$ cat src/dmxt_pkg.sv
// ----------------------------------------------------------------------------
// dmxt_pkg
// Shared types and constants of the DMX512 transmitter.
// ----------------------------------------------------------------------------
`timescale 1ns / 1ps
`default_nettype none

package dmxt_pkg;

  localparam int DEF_CHANNELS        = 32;
  localparam int DEF_UNIVERSE_FRAMES = 512;

  localparam int CH_W       = 5;            // width of the channel field
  localparam int ADDR_SPACE = 2 ** CH_W;    // channels the channel field can reach
  localparam int FRAME_W    = 10;           // frame index, up to 1023
  localparam int CFG_IDX_W  = 2;
  localparam int CFG_DATA_W = 18;

  localparam logic [3:0] FRAME_BITS    = 4'd11;
  localparam logic [3:0] LAST_DATA_BIT = 4'd8;

  localparam logic [2:0] MODE_WRITE = 3'd0;
  localparam logic [2:0] MODE_READ  = 3'd1;
  localparam logic [2:0] MODE_CLEAR = 3'd2;
  localparam logic [2:0] MODE_START = 3'd3;
  localparam logic [2:0] MODE_TICK  = 3'd4;

  localparam logic [CFG_IDX_W-1:0] CFG_BREAK = 2'd0;
  localparam logic [CFG_IDX_W-1:0] CFG_MAB   = 2'd1;
  localparam logic [CFG_IDX_W-1:0] CFG_PAD   = 2'd2;

  localparam logic [15:0] BREAK_RESET = 16'd22;
  localparam logic [17:0] MAB_RESET   = 18'd20;

  typedef enum logic [1:0] {
    PH_IDLE,
    PH_BREAK,
    PH_MAB,
    PH_FRAME
  } phase_t;

  typedef struct packed {
    logic [2:0]      mode;
    logic [CH_W-1:0] channel;
    logic [7:0]      value;
    logic [15:0]     repeat_count;
  } req_t;

  typedef struct packed {
    logic       line_level;
    logic       busy_res;
    logic       status;
    logic [7:0] read_value;
    logic       read_changed;
  } rsp_t;

  typedef struct packed {
    logic [15:0] break_ticks;
    logic [17:0] mark_after_break_ticks;
    logic        pad_to_full_universe;
  } cfg_t;

  typedef struct packed {
    logic        adv;     // item in the input register completes this cycle
    logic        tick;
    logic        start;
    logic [15:0] repeat_count;
  } ser_cmd_t;

  typedef struct packed {
    logic line_level;
    logic busy;
    logic rejected;
  } ser_stat_t;

endpackage

`default_nettype wire

$ cat src/dmx512_transmitter.sv
// ----------------------------------------------------------------------------
// dmx512_transmitter
// DMX512 packet transmitter with a channel byte buffer and changed flags.
// ----------------------------------------------------------------------------
//  channel | signals                      | transfer when
//  --------+------------------------------+------------------------
//  req     | req_valid, req_ready, req    | req_valid & req_ready
//  rsp     | rsp_valid, rsp_ready, rsp    | rsp_valid & rsp_ready
//  cfg     | cfg_valid, cfg_ready,        | cfg_valid & cfg_ready
//          | cfg_index, cfg_data          | (cfg_ready always high)
//
// One item per cycle sustained while rsp_ready is high; the input register
// loads at the req transfer, the result register when the item advances.
// The buffer reads are prefetched into registered RAM ports, with the last
// write forwarded.
// Reset: line at mark, idle, buffer reads zero, no clearing pass.
// A stalled rsp holds the result register; req_ready drops only when both
// registers are full.
// ----------------------------------------------------------------------------
`timescale 1ns / 1ps
`default_nettype none

module dmx512_transmitter import dmxt_pkg::*; #(
  parameter int CHANNELS        = DEF_CHANNELS,
  parameter int UNIVERSE_FRAMES = DEF_UNIVERSE_FRAMES
) (
  input  logic                  clk,
  input  logic                  rst,
  input  logic                  req_valid,
  output logic                  req_ready,
  input  req_t                  req,
  output logic                  rsp_valid,
  input  logic                  rsp_ready,
  output rsp_t                  rsp,
  input  logic                  cfg_valid,
  output logic                  cfg_ready,
  input  logic [CFG_IDX_W-1:0]  cfg_index,
  input  logic [CFG_DATA_W-1:0] cfg_data
);

  // only channels reachable by the channel field are ever stored
  localparam int STORE = (CHANNELS < ADDR_SPACE) ? CHANNELS : ADDR_SPACE;
  localparam int AW    = (STORE > 1) ? $clog2(STORE) : 1;

  cfg_t cfg;

  logic s1_valid;
  req_t s1;
  logic adv;
  logic load;
  logic [CH_W-1:0] s1_ch_next;

  logic [STORE-1:0] loaded;
  logic [STORE-1:0] changed;

  logic          wl_valid;
  logic [AW-1:0] wl_addr;
  logic [7:0]    wl_data;

  logic [AW-1:0] a;
  logic          ch_ok;
  logic          wr_en;
  logic          clear_en;
  logic          is_read;
  logic [7:0]    rd_data;
  logic [7:0]    rd_byte;

  logic [FRAME_W-1:0] fetch_next;
  logic [FRAME_W-1:0] fetch_pos;
  logic [AW-1:0]      fa;
  logic               f_ok;
  logic [7:0]         f_data;
  logic [7:0]         fetch_byte;

  ser_cmd_t  cmd;
  ser_stat_t stat;
  rsp_t      rsp_next;

  // ---------------- handshake and item registers ----------------
  assign adv       = s1_valid && (!rsp_valid || rsp_ready);
  assign req_ready = !s1_valid || adv;
  assign load      = req_valid && req_ready;
  assign cfg_ready = 1'b1;

  always_ff @(posedge clk) begin
    if (rst) begin
      s1_valid <= 1'b0;
    end else if (req_ready) begin
      s1_valid <= req_valid;
    end
  end

  always_ff @(posedge clk) begin
    if (load) begin
      s1 <= req;
    end
  end

  always_ff @(posedge clk) begin
    if (rst) begin
      rsp_valid <= 1'b0;
    end else if (adv) begin
      rsp_valid <= 1'b1;
    end else if (rsp_ready) begin
      rsp_valid <= 1'b0;
    end
  end

  always_ff @(posedge clk) begin
    if (adv) begin
      rsp <= rsp_next;
    end
  end

  // ---------------- configuration ----------------
  always_ff @(posedge clk) begin
    if (rst) begin
      cfg.break_ticks            <= BREAK_RESET;
      cfg.mark_after_break_ticks <= MAB_RESET;
      cfg.pad_to_full_universe   <= 1'b0;
    end else if (cfg_valid) begin
      case (cfg_index)
        CFG_BREAK: cfg.break_ticks            <= cfg_data[15:0];
        CFG_MAB:   cfg.mark_after_break_ticks <= cfg_data[17:0];
        CFG_PAD:   cfg.pad_to_full_universe   <= cfg_data[0];
        default: begin
        end
      endcase
    end
  end

  // ---------------- channel buffer ----------------
  assign a        = s1.channel[AW-1:0];
  assign ch_ok    = (32'(s1.channel) < 32'(CHANNELS));
  assign wr_en    = adv && (s1.mode == MODE_WRITE) && ch_ok;
  assign clear_en = adv && (s1.mode == MODE_CLEAR);
  assign is_read  = (s1.mode == MODE_READ) && ch_ok;

  // an entry not loaded since reset or the last clear-all reads as zero
  always_ff @(posedge clk) begin
    if (rst) begin
      loaded  <= '0;
      changed <= '0;
    end else if (clear_en) begin
      loaded  <= '0;
      changed <= '1;
    end else if (wr_en) begin
      loaded[a]  <= 1'b1;
      changed[a] <= 1'b1;
    end
  end

  // RAM read data lags one write: forward it
  always_ff @(posedge clk) begin
    if (rst) begin
      wl_valid <= 1'b0;
    end else begin
      wl_valid <= wr_en;
    end
  end

  always_ff @(posedge clk) begin
    if (wr_en) begin
      wl_addr <= a;
      wl_data <= s1.value;
    end
  end

  assign s1_ch_next = load ? req.channel : s1.channel;

  dmxt_ram #(
    .WIDTH (8),
    .DEPTH (STORE),
    .ADDR_W(AW)
  ) u_rd_ram (
    .clk  (clk),
    .we   (wr_en),
    .waddr(a),
    .wdata(s1.value),
    .raddr(s1_ch_next[AW-1:0]),
    .rdata(rd_data)
  );

  dmxt_ram #(
    .WIDTH (8),
    .DEPTH (STORE),
    .ADDR_W(AW)
  ) u_fetch_ram (
    .clk  (clk),
    .we   (wr_en),
    .waddr(a),
    .wdata(s1.value),
    .raddr(fetch_next[AW-1:0]),
    .rdata(f_data)
  );

  assign rd_byte = (wl_valid && (wl_addr == a)) ? wl_data : rd_data;

  assign fa   = fetch_pos[AW-1:0];
  assign f_ok = (32'(fetch_pos) < 32'(STORE));
  assign fetch_byte = (f_ok && loaded[fa]) ?
                      ((wl_valid && (wl_addr == fa)) ? wl_data : f_data) : 8'd0;

  // ---------------- serializer ----------------
  assign cmd.adv          = adv;
  assign cmd.tick         = (s1.mode == MODE_TICK);
  assign cmd.start        = (s1.mode == MODE_START);
  assign cmd.repeat_count = s1.repeat_count;

  dmxt_serializer #(
    .CHANNELS       (CHANNELS),
    .UNIVERSE_FRAMES(UNIVERSE_FRAMES)
  ) u_serializer (
    .clk       (clk),
    .rst       (rst),
    .cmd       (cmd),
    .cfg       (cfg),
    .fetch_byte(fetch_byte),
    .fetch_next(fetch_next),
    .fetch_pos (fetch_pos),
    .stat      (stat)
  );

  always_comb begin
    rsp_next.line_level   = stat.line_level;
    rsp_next.busy_res     = stat.busy;
    rsp_next.status       = stat.rejected;
    rsp_next.read_value   = (is_read && loaded[a]) ? rd_byte : 8'd0;
    rsp_next.read_changed = is_read && changed[a];
  end

endmodule

`default_nettype wire

$ cat src/dmxt_ram.sv
// ----------------------------------------------------------------------------
// dmxt_ram
// Generic single-write, single-read RAM with registered read data.
// ----------------------------------------------------------------------------
`timescale 1ns / 1ps
`default_nettype none

module dmxt_ram #(
  parameter int WIDTH  = 8,
  parameter int DEPTH  = 32,
  parameter int ADDR_W = (DEPTH > 1) ? $clog2(DEPTH) : 1
) (
  input  logic              clk,
  input  logic              we,
  input  logic [ADDR_W-1:0] waddr,
  input  logic [WIDTH-1:0]  wdata,
  input  logic [ADDR_W-1:0] raddr,
  output logic [WIDTH-1:0]  rdata
);

  logic [WIDTH-1:0] mem [DEPTH];

  always_ff @(posedge clk) begin
    if (we) begin
      mem[waddr] <= wdata;
    end
    rdata <= mem[raddr];
  end

endmodule

`default_nettype wire

$ cat src/dmxt_serializer.sv
// ----------------------------------------------------------------------------
// dmxt_serializer
// Packet sequencer: break, mark after break, frames, optional padding.
// ----------------------------------------------------------------------------
`timescale 1ns / 1ps
`default_nettype none

module dmxt_serializer import dmxt_pkg::*; #(
  parameter int CHANNELS        = DEF_CHANNELS,
  parameter int UNIVERSE_FRAMES = DEF_UNIVERSE_FRAMES
) (
  input  logic               clk,
  input  logic               rst,
  input  ser_cmd_t           cmd,
  input  cfg_t               cfg,
  input  logic [7:0]         fetch_byte,
  output logic [FRAME_W-1:0] fetch_next,
  output logic [FRAME_W-1:0] fetch_pos,
  output ser_stat_t          stat
);

  localparam logic [FRAME_W-1:0] CH_FRAMES  = FRAME_W'(CHANNELS);
  localparam logic [FRAME_W-1:0] PAD_FRAMES = (UNIVERSE_FRAMES > CHANNELS) ?
                                              FRAME_W'(UNIVERSE_FRAMES) : FRAME_W'(CHANNELS);

  phase_t             phase, phase_next;
  logic [17:0]        tick_cnt, tick_cnt_next;
  logic [3:0]         bit_pos, bit_pos_next;
  logic [FRAME_W-1:0] frame_pos, frame_pos_next;
  logic [7:0]         shift_byte, shift_byte_next;
  logic [15:0]        packets_left, packets_left_next;
  logic               line_reg, line_reg_next;

  logic [17:0]        cnt_inc;
  logic [3:0]         bp_inc;
  logic [FRAME_W-1:0] fp_inc;
  logic [15:0]        pk_dec;
  logic [FRAME_W-1:0] frames;
  logic               level;

  always_ff @(posedge clk) begin
    if (rst) begin
      phase <= PH_IDLE;
    end else if (cmd.adv) begin
      phase <= phase_next;
    end
  end

  always_ff @(posedge clk) begin
    if (rst) begin
      tick_cnt     <= '0;
      bit_pos      <= '0;
      frame_pos    <= '0;
      shift_byte   <= '0;
      packets_left <= '0;
      line_reg     <= 1'b1;
      fetch_pos    <= '0;
    end else begin
      if (cmd.adv) begin
        tick_cnt     <= tick_cnt_next;
        bit_pos      <= bit_pos_next;
        frame_pos    <= frame_pos_next;
        shift_byte   <= shift_byte_next;
        packets_left <= packets_left_next;
        line_reg     <= line_reg_next;
      end
      fetch_pos <= fetch_next;
    end
  end

  always_comb begin
    phase_next        = phase;
    tick_cnt_next     = tick_cnt;
    bit_pos_next      = bit_pos;
    frame_pos_next    = frame_pos;
    shift_byte_next   = shift_byte;
    packets_left_next = packets_left;
    line_reg_next     = line_reg;
    level             = line_reg;
    stat.rejected     = 1'b0;

    cnt_inc = tick_cnt + 18'd1;
    bp_inc  = bit_pos + 4'd1;
    fp_inc  = frame_pos + FRAME_W'(1);
    pk_dec  = packets_left - 16'd1;
    frames  = cfg.pad_to_full_universe ? PAD_FRAMES : CH_FRAMES;

    if (cmd.start) begin
      if (packets_left != 16'd0) begin
        stat.rejected = 1'b1;
      end else if (cmd.repeat_count != 16'd0) begin
        packets_left_next = cmd.repeat_count;
        phase_next        = PH_BREAK;
        tick_cnt_next     = '0;
        bit_pos_next      = '0;
        frame_pos_next    = '0;
      end
    end

    if (cmd.tick) begin
      case (phase)
        PH_BREAK: begin
          level         = 1'b0;
          line_reg_next = 1'b0;
          tick_cnt_next = cnt_inc;
          if (cnt_inc >= {2'b00, cfg.break_ticks}) begin
            phase_next    = PH_MAB;
            tick_cnt_next = '0;
          end
        end
        PH_MAB: begin
          level         = 1'b1;
          line_reg_next = 1'b1;
          tick_cnt_next = cnt_inc;
          if (cnt_inc >= cfg.mark_after_break_ticks) begin
            phase_next      = PH_FRAME;
            tick_cnt_next   = '0;
            frame_pos_next  = '0;
            shift_byte_next = fetch_byte;
            bit_pos_next    = '0;
          end
        end
        PH_FRAME: begin
          if (bit_pos == 4'd0) begin
            level = 1'b0;
          end else if (bit_pos <= LAST_DATA_BIT) begin
            level = shift_byte[3'(bit_pos - 4'd1)];
          end else begin
            level = 1'b1;
          end
          line_reg_next = level;
          bit_pos_next  = bp_inc;
          if (bp_inc >= FRAME_BITS) begin
            bit_pos_next   = '0;
            frame_pos_next = fp_inc;
            if (fp_inc >= frames) begin
              // end of packet: the line rests at space afterwards
              frame_pos_next    = '0;
              packets_left_next = pk_dec;
              line_reg_next     = 1'b0;
              if (pk_dec != 16'd0) begin
                phase_next    = PH_BREAK;
                tick_cnt_next = '0;
              end else begin
                phase_next = PH_IDLE;
              end
            end else begin
              shift_byte_next = fetch_byte;
            end
          end
        end
        default: begin
        end
      endcase
    end

    stat.line_level = level;
    stat.busy       = (packets_left_next != 16'd0);

    // next frame byte to be loaded is prefetched from the buffer
    if (!cmd.adv) begin
      fetch_next = fetch_pos;
    end else if (phase_next == PH_FRAME) begin
      fetch_next = frame_pos_next + FRAME_W'(1);
    end else begin
      fetch_next = '0;
    end
  end

endmodule

`default_nettype wire

$ cat config.mk
export PLATFORM = sky130hd
export DESIGN_NAME = dmx512_transmitter
export DESIGN_NICKNAME = d
export VERILOG_FILES = /design/src/dmxt_pkg.sv /design/src/dmx512_transmitter.sv /design/src/dmxt_ram.sv /design/src/dmxt_serializer.sv
export SDC_FILE = /design/constraint.sdc
export NUM_CORES = 1
export LEC_CHECK = 0
export ABC_AREA = 1
export BUFFER_PORTS_ARGS = -buffer_cell sky130_fd_sc_hd__buf_2
export CORE_MARGIN = 2
export CORE_UTILIZATION = 35
export CTS_CLUSTER_SIZE = 28
export DETAILED_ROUTE_END_ITERATION = 12
export HOLD_SLACK_MARGIN = 0.03
export SETUP_SLACK_MARGIN = 0.4
export SLEW_MARGIN = 40
export SYNTH_ARGS = -nofsm -noshare
export SYNTH_HDL_FRONTEND = slang
export SYNTH_HIERARCHICAL = 1
export SYNTH_SLANG_ARGS = --single-unit
$ cat constraint.sdc
create_clock -name clk -period 5.5 [get_ports clk]
set_input_delay 0.825 -clock clk [delete_from_list [all_inputs] [get_ports clk]]
set_output_delay 0.825 -clock clk [all_outputs]
set_load 0.01 [all_outputs]
==> impl_metrics.tcl, run 1 <==
set metrics [dict create \
    final_area_sq_um 39100 \
    critical-path-slowest-cell "dfxtp_2" \
    combinationalPowerShare_pct 6.5 \
    critical_path_required_ns 6.05 \
    rsz0062_at_grt "false" \
    dieArea_sq_um 101000 \
    finalHoldViolCount 0 \
    wirelength_um 92100 \
    reg_top3 "u_fetch_ram/mem (256), u_rd_ram/mem (256), cfg (35)" \
    cts_tree "built" \
    min_period_ns 4.66 \
    rows 115 \
    tns_ns 0 \
    initial_core_util_pct 35.2 \
    hp-class "input port to flip-flop" \
    finalPower_mw 12.9 \
    cpMostUsedCell "nand2_1" \
    dp_cells 4914 \
    cap_violations 0 \
    htreeDepth 3 \
    grt_max_degree 129 \
    drt_iter0_drc 2626 \
    syn_area_per_cell_sq_um 9.40 \
    remaining_drc_errors 0 \
    vias 26000 \
    clock-skew-final_ns 0.0395 \
    setup_viol 0 \
    crit_buf_inv 5 \
    worst-path-max-fanout 42 \
    ant_nets 0 \
    path_clk_slew_ns 0.06 \
    syn2layout_area_growth_pct 13.3 \
    wl_per_cell_um 18.1 \
    grt_pass1_wl_um 143000 \
    viasPerCell 5.11 \
    postPlaceCellArea_sq_um 35900 \
    nNetsFinal 3824 \
    syn_nets 3770 \
    status "complete, no violations" \
    grt_pass1_vias 24700 \
    place.gp.congestion 0.884 \
    arrival_ns 5.21 \
    cts_root_buf "clkbuf_16" \
    cts-buffers-inserted 85 \
    seqPwrFrac_pct 48.3 \
    grt.total_usage_pct 17.8 \
    tightest_slew_ns 0.843 \
    slew_headroom_pct 43.6 \
    instances_no_fill 5081 \
    drive_gt1_share_pct 9.75 \
    clk-insertion-delay-late_ns 0.67 \
    diodes 0 \
    synthCells 3668 \
    overflow 0 \
    critPathMaxStageDelay_ns 0.37 \
    p_sw_mw 3.08 \
    dieWidth_um 318 \
    fp.coreArea_sq_um 98000 \
    p_leak_nw 14.9 \
    cts_num_sinks 756 \
    cp-end-kind "flip-flop" \
    startpoint_type "flip-flop" \
    crit_type "flip-flop to flip-flop" \
    cp_top_family "simple AND/OR/NAND/NOR gates" \
    p_per_area_nw_per_um2 331 \
    p_int_mw 9.87 \
    cts_hold_buf 0 \
    die_y_um 318 \
    cts.path.max_buffers 3 \
    synth_area_sq_um 34500 \
    timing.fmax_ghz 0.215 \
    dr.pass1.iters 5 \
    antenna_found_initial 2 \
    fin_crit_sh_pct 84.7 \
    final_max_slew_viol_count 0 \
    reg2reg_slack_ns 0.84 \
    ir_drop_uv 214 \
    yosys_warnings 6 \
    numPortBuffers 70 \
    pin_count 72 \
    dp_hpwl_um 56700 \
    clockPowerShare_pct 45.2 \
    switching_share_pct 23.8 \
]
worst reg2reg max path: cells and delay by family, from the launching register on:
family                     cells  cell delay, ns
xor gates and xnor gates       1            0.16
adders and majority gates      3            0.77
AOI/OAI and AO/OA              2            0.31
and+or+nand+nor               21            2.31
buffers and inverters          5            0.64
DFF                            1            0.37
power by group through the flow:
stage | Combinational, mW | Sequential, mW | Clock (mW)
after floorplan | 0.538 | 6.39 | 0
after global placement | 0.813 | 6.38 | 0
after detailed placement | 0.826 | 6.38 | 0
after CTS | 0.831 | 6.26 | 5.97
after global routing | 0.936 | 6.26 | 6.21
final | 0.841 | 6.26 | 5.85
layout make-up:
type,instances,area (sq um)
fill,9525,58900
sequential,756,20800
multi-input combinational,2440,11500
clock buffer,107,2230
tap,1287,1610
inverter,304,1150
timing repair buffer,135,1060
clock inverter,52,658
metal layers:
layer	part of all wire (%)	global-route usage (%)	up-vias
li1	-	-	12500
met5	0.014	0	-
met4	2.5	5.81	2
met2	46	28.3	943
met3	7.3	3.06	165
met1	44	24.6	12400
metrics by stage:
stage	setup WS, ns	hold slack (ns)	utilization [%]
2_1_floorplan	1.29	0.424	-
3_3_place_gp	0.676	0.442	36.6
3_5_place_dp	0.631	0.452	36.7
4_1_cts	0.591	0.286	39.6
5_1_grt	0.390	0.306	39.9
6_report	0.840	0.330	39.9
timing repair:
item | in CTS | in global routing
buffers inserted | 0 | 1
resized for setup | 0 | 18
setup endpoints to repair | 0 | 8
endpoints found under the hold margin | 0 | 0
cell usage in the layout (no fill, tap or decap), drive strengths merged, types with 2 or more instances in the layout:
cell type  count
nand2       1103
edfxtp       569
nand3        504
inv          301
nor2         299
dfxtp        187
o21ai        170
a21oi        165
buf          131
clkbuf       111
ha            45
clkinv        41
a31oi         31
xor2          29
nor3          23
nand4         17
o22ai         15
bufinv        11
o211ai         9
nor4           7
clkinvlp       3
and2           3
a221oi         3
a21boi         2
xnor2          2
o21bai         2
o32ai          2
nor3b          2
path summary, 6_finish.rpt:
| check | from | to | cells past startpoint |
|---|---|---|---|
| worst min-delay path | req[16] | s1[16]$_DFFE_PP_ | 1 |
| worst max-delay path | u_serializer/tick_cnt[0]$_SDFFE_PP0P_ | u_fetch_ram/rdata[4]$_DFF_P_ | 32 |
| worst min register to register | cfg[21]$_SDFFE_PP1P_ | cfg[21]$_SDFFE_PP1P_ | 2 |
| worst max register to register | u_serializer/tick_cnt[0]$_SDFFE_PP0P_ | u_fetch_ram/rdata[4]$_DFF_P_ | 32 |
Power figures use the tool's default switching activity.
==> inputs of run 2 (changes only) <==
- clock period: 5.5 -> 4 ns (I/O delays scaled with it)
==> run 2 against run 1 <==
The run now ends with setup timing left. Sequential share of layout area shrank 2.8 points. Routed wire length grew 2.5%. Critical path depth grew 2. First-iteration DRC count shrank 3.4%. Core utilization grew 2.2 points. Flip-flop and latch count is the same. Combinational power grew 51%. Clock power grew 32%. Count of clock-buffer cells in the layout shrank 7. Register-to-register slack lost 1.0 ns. Maximum frequency grew 11%. Critical path type unchanged. Largest power group unchanged.
==> impl_metrics.tcl, run 2 (synthesized netlist as in run 1, its figures left out) <==
set metrics [dict create \
    status "finished with violations" \
    violations "setup timing" \
    cts-buffers-inserted 82 \
    cp-end-kind "flip-flop" \
    syn2layout_area_growth_pct 19.6 \
    fin_crit_sh_pct 105 \
    cap_violations 0 \
    cpMostUsedCell "nand2_1" \
    finalHoldViolCount 0 \
    nNetsFinal 4027 \
    hp-class "input port to flip-flop" \
    critPathMaxStageDelay_ns 0.38 \
    fp.coreArea_sq_um 98000 \
    fin_hold_ws_ns 0.125 \
    p_leak_nw 16.0 \
    setup_viol 8 \
    critical-path-slowest-cell "dfxtp_4" \
    pin_count 72 \
    cts_tree "built" \
    rsz0062_at_grt "true" \
    tightest_slew_ns 0.820 \
    path_clk_slew_ns 0.06 \
    timing.fmax_ghz 0.239 \
    remaining_drc_errors 0 \
    ir_drop_uv 275 \
    tns_ns -1.25 \
    cts.path.max_buffers 3 \
    slew_headroom_pct 45.3 \
    diodes 0 \
    wl_per_cell_um 17.9 \
    dp_hpwl_um 59800 \
    drive_gt1_share_pct 16.4 \
    die_y_um 318 \
    clk-insertion-delay-late_ns 0.65 \
    grt_pass1_wl_um 146000 \
    numPortBuffers 70 \
    cts_hold_buf 0 \
    clock-skew-final_ns 0.0402 \
    final_area_sq_um 41200 \
    dp_cells 5091 \
    final_util_pct 42.1 \
    grt_max_degree 129 \
    overflow 0 \
    viasPerCell 5.03 \
    dr.pass1.iters 8 \
    min_period_ns 4.19 \
    dieWidth_um 318 \
    wirelength_um 94400 \
    cts_root_buf "clkbuf_16" \
    crit_type "flip-flop to flip-flop" \
    worst-path-max-fanout 7 \
    setup_ws_ns -0.190 \
    p_per_area_nw_per_um2 426 \
    grt_pass1_vias 25500 \
    rows 115 \
    reg_top3 "u_fetch_ram/mem (256), u_rd_ram/mem (256), cfg (35)" \
    layout_common_cells "1,060 x nand2_1, 569 x edfxtp_1, 468 x nand3_1" \
    arrival_ns 4.73 \
    drt_iter0_drc 2536 \
    final_max_slew_viol_count 0 \
    final_common_cell "nand2_1" \
    dieArea_sq_um 101000 \
    crit_buf_inv 8 \
    cp_top_family "simple AND/OR/NAND/NOR gates" \
    critical_path_required_ns 4.54 \
    instances_no_fill 5281 \
    grt.total_usage_pct 18.3 \
    startpoint_type "flip-flop" \
    vias 26500 \
    antenna_found_initial 0 \
    cts_num_sinks 756 \
    htreeDepth 3 \
    initial_core_util_pct 35.2 \
    postPlaceCellArea_sq_um 37500 \
    place.gp.congestion 0.900 \
    ant_nets 0 \
]
run 2: cell count changes in the layout (fill, tap and decap cells not counted), moves of 7 or more:
cell,delta
nand3_1,-25
nand3_2,+19
buf_6,+8
nor2_2,-7
buf_4,+179
buf_12,+13
nand2_1,-26
nand2_2,+24
clkbuf_1,-11
o21ai_0,-8
run 2: worst paths after layout:
check                                 endpoint                             startpoint  depth (start not counted)  slack, ns
setup / recovery  u_fetch_ram/rdata[1]$_DFF_P_  u_serializer/tick_cnt[1]$_SDFFE_PP0P_                         34      -0.19
hold / removal                s1[22]$_DFFE_PP_                                req[22]                          1       0.13
setup reg to reg  u_fetch_ram/rdata[1]$_DFF_P_  u_serializer/tick_cnt[1]$_SDFFE_PP0P_                         34      -0.19
hold reg to reg           cfg[21]$_SDFFE_PP1P_                   cfg[21]$_SDFFE_PP1P_                          2       0.46
run 2: worst register-to-register path: cells and delay by family (launching register included):
family / cells / cell delay, ns
flops: 1 / 0.38
compound gates: 2 / 0.30
simple gates: 20 / 1.61
xor+xnor: 1 / 0.21
fa+ha+maj: 3 / 0.67
buf+inv: 8 / 0.93
run 2: final cells by class:
| type | instances | area (sq um) |
|---|---|---|
| clock inverters | 53 | 591 |
| repair buffers | 341 | 2900 |
| inverters | 304 | 1160 |
| flip-flops and latches | 756 | 20800 |
| multi-input cells | 2440 | 12000 |
| well taps | 1287 | 1610 |
| fillers | 9320 | 56800 |
| clock buffers | 100 | 2180 |
run 2: metrics by stage:
stage	setup WS (ns)	power [mW]
2_1_floorplan	0.219	9.53
3_3_place_gp	-0.204	9.95
3_5_place_dp	-0.222	9.96
4_1_cts	-0.0712	17.7
5_1_grt	-0.483	18.2
6_report	-0.190	17.6
run 2: routing by layer:
metal	part of all wire [%]	vias up	global-route usage, %	routed length [um]
met2	47	877	29.8	44000
met4	1.7	0	4.48	1630
li1	-	12900	-	-
met5	0	-	0	0
met3	7.4	128	3.29	7010
met1	44	12700	25.2	41700
run 2: where the power goes:
group          total, mW  internal [mW]  switching [mW]
clock network       7.72           4.51            3.22
logic               1.27          0.385           0.885
registers           8.59           8.52          0.0654
run 2: repair_timing:
item                                    CTS  global route
cloned                                    5             2
endpoints found under the setup margin   13            39
buffers inserted                         18            11
pin swaps                                18            33
resized for setup                        69            55
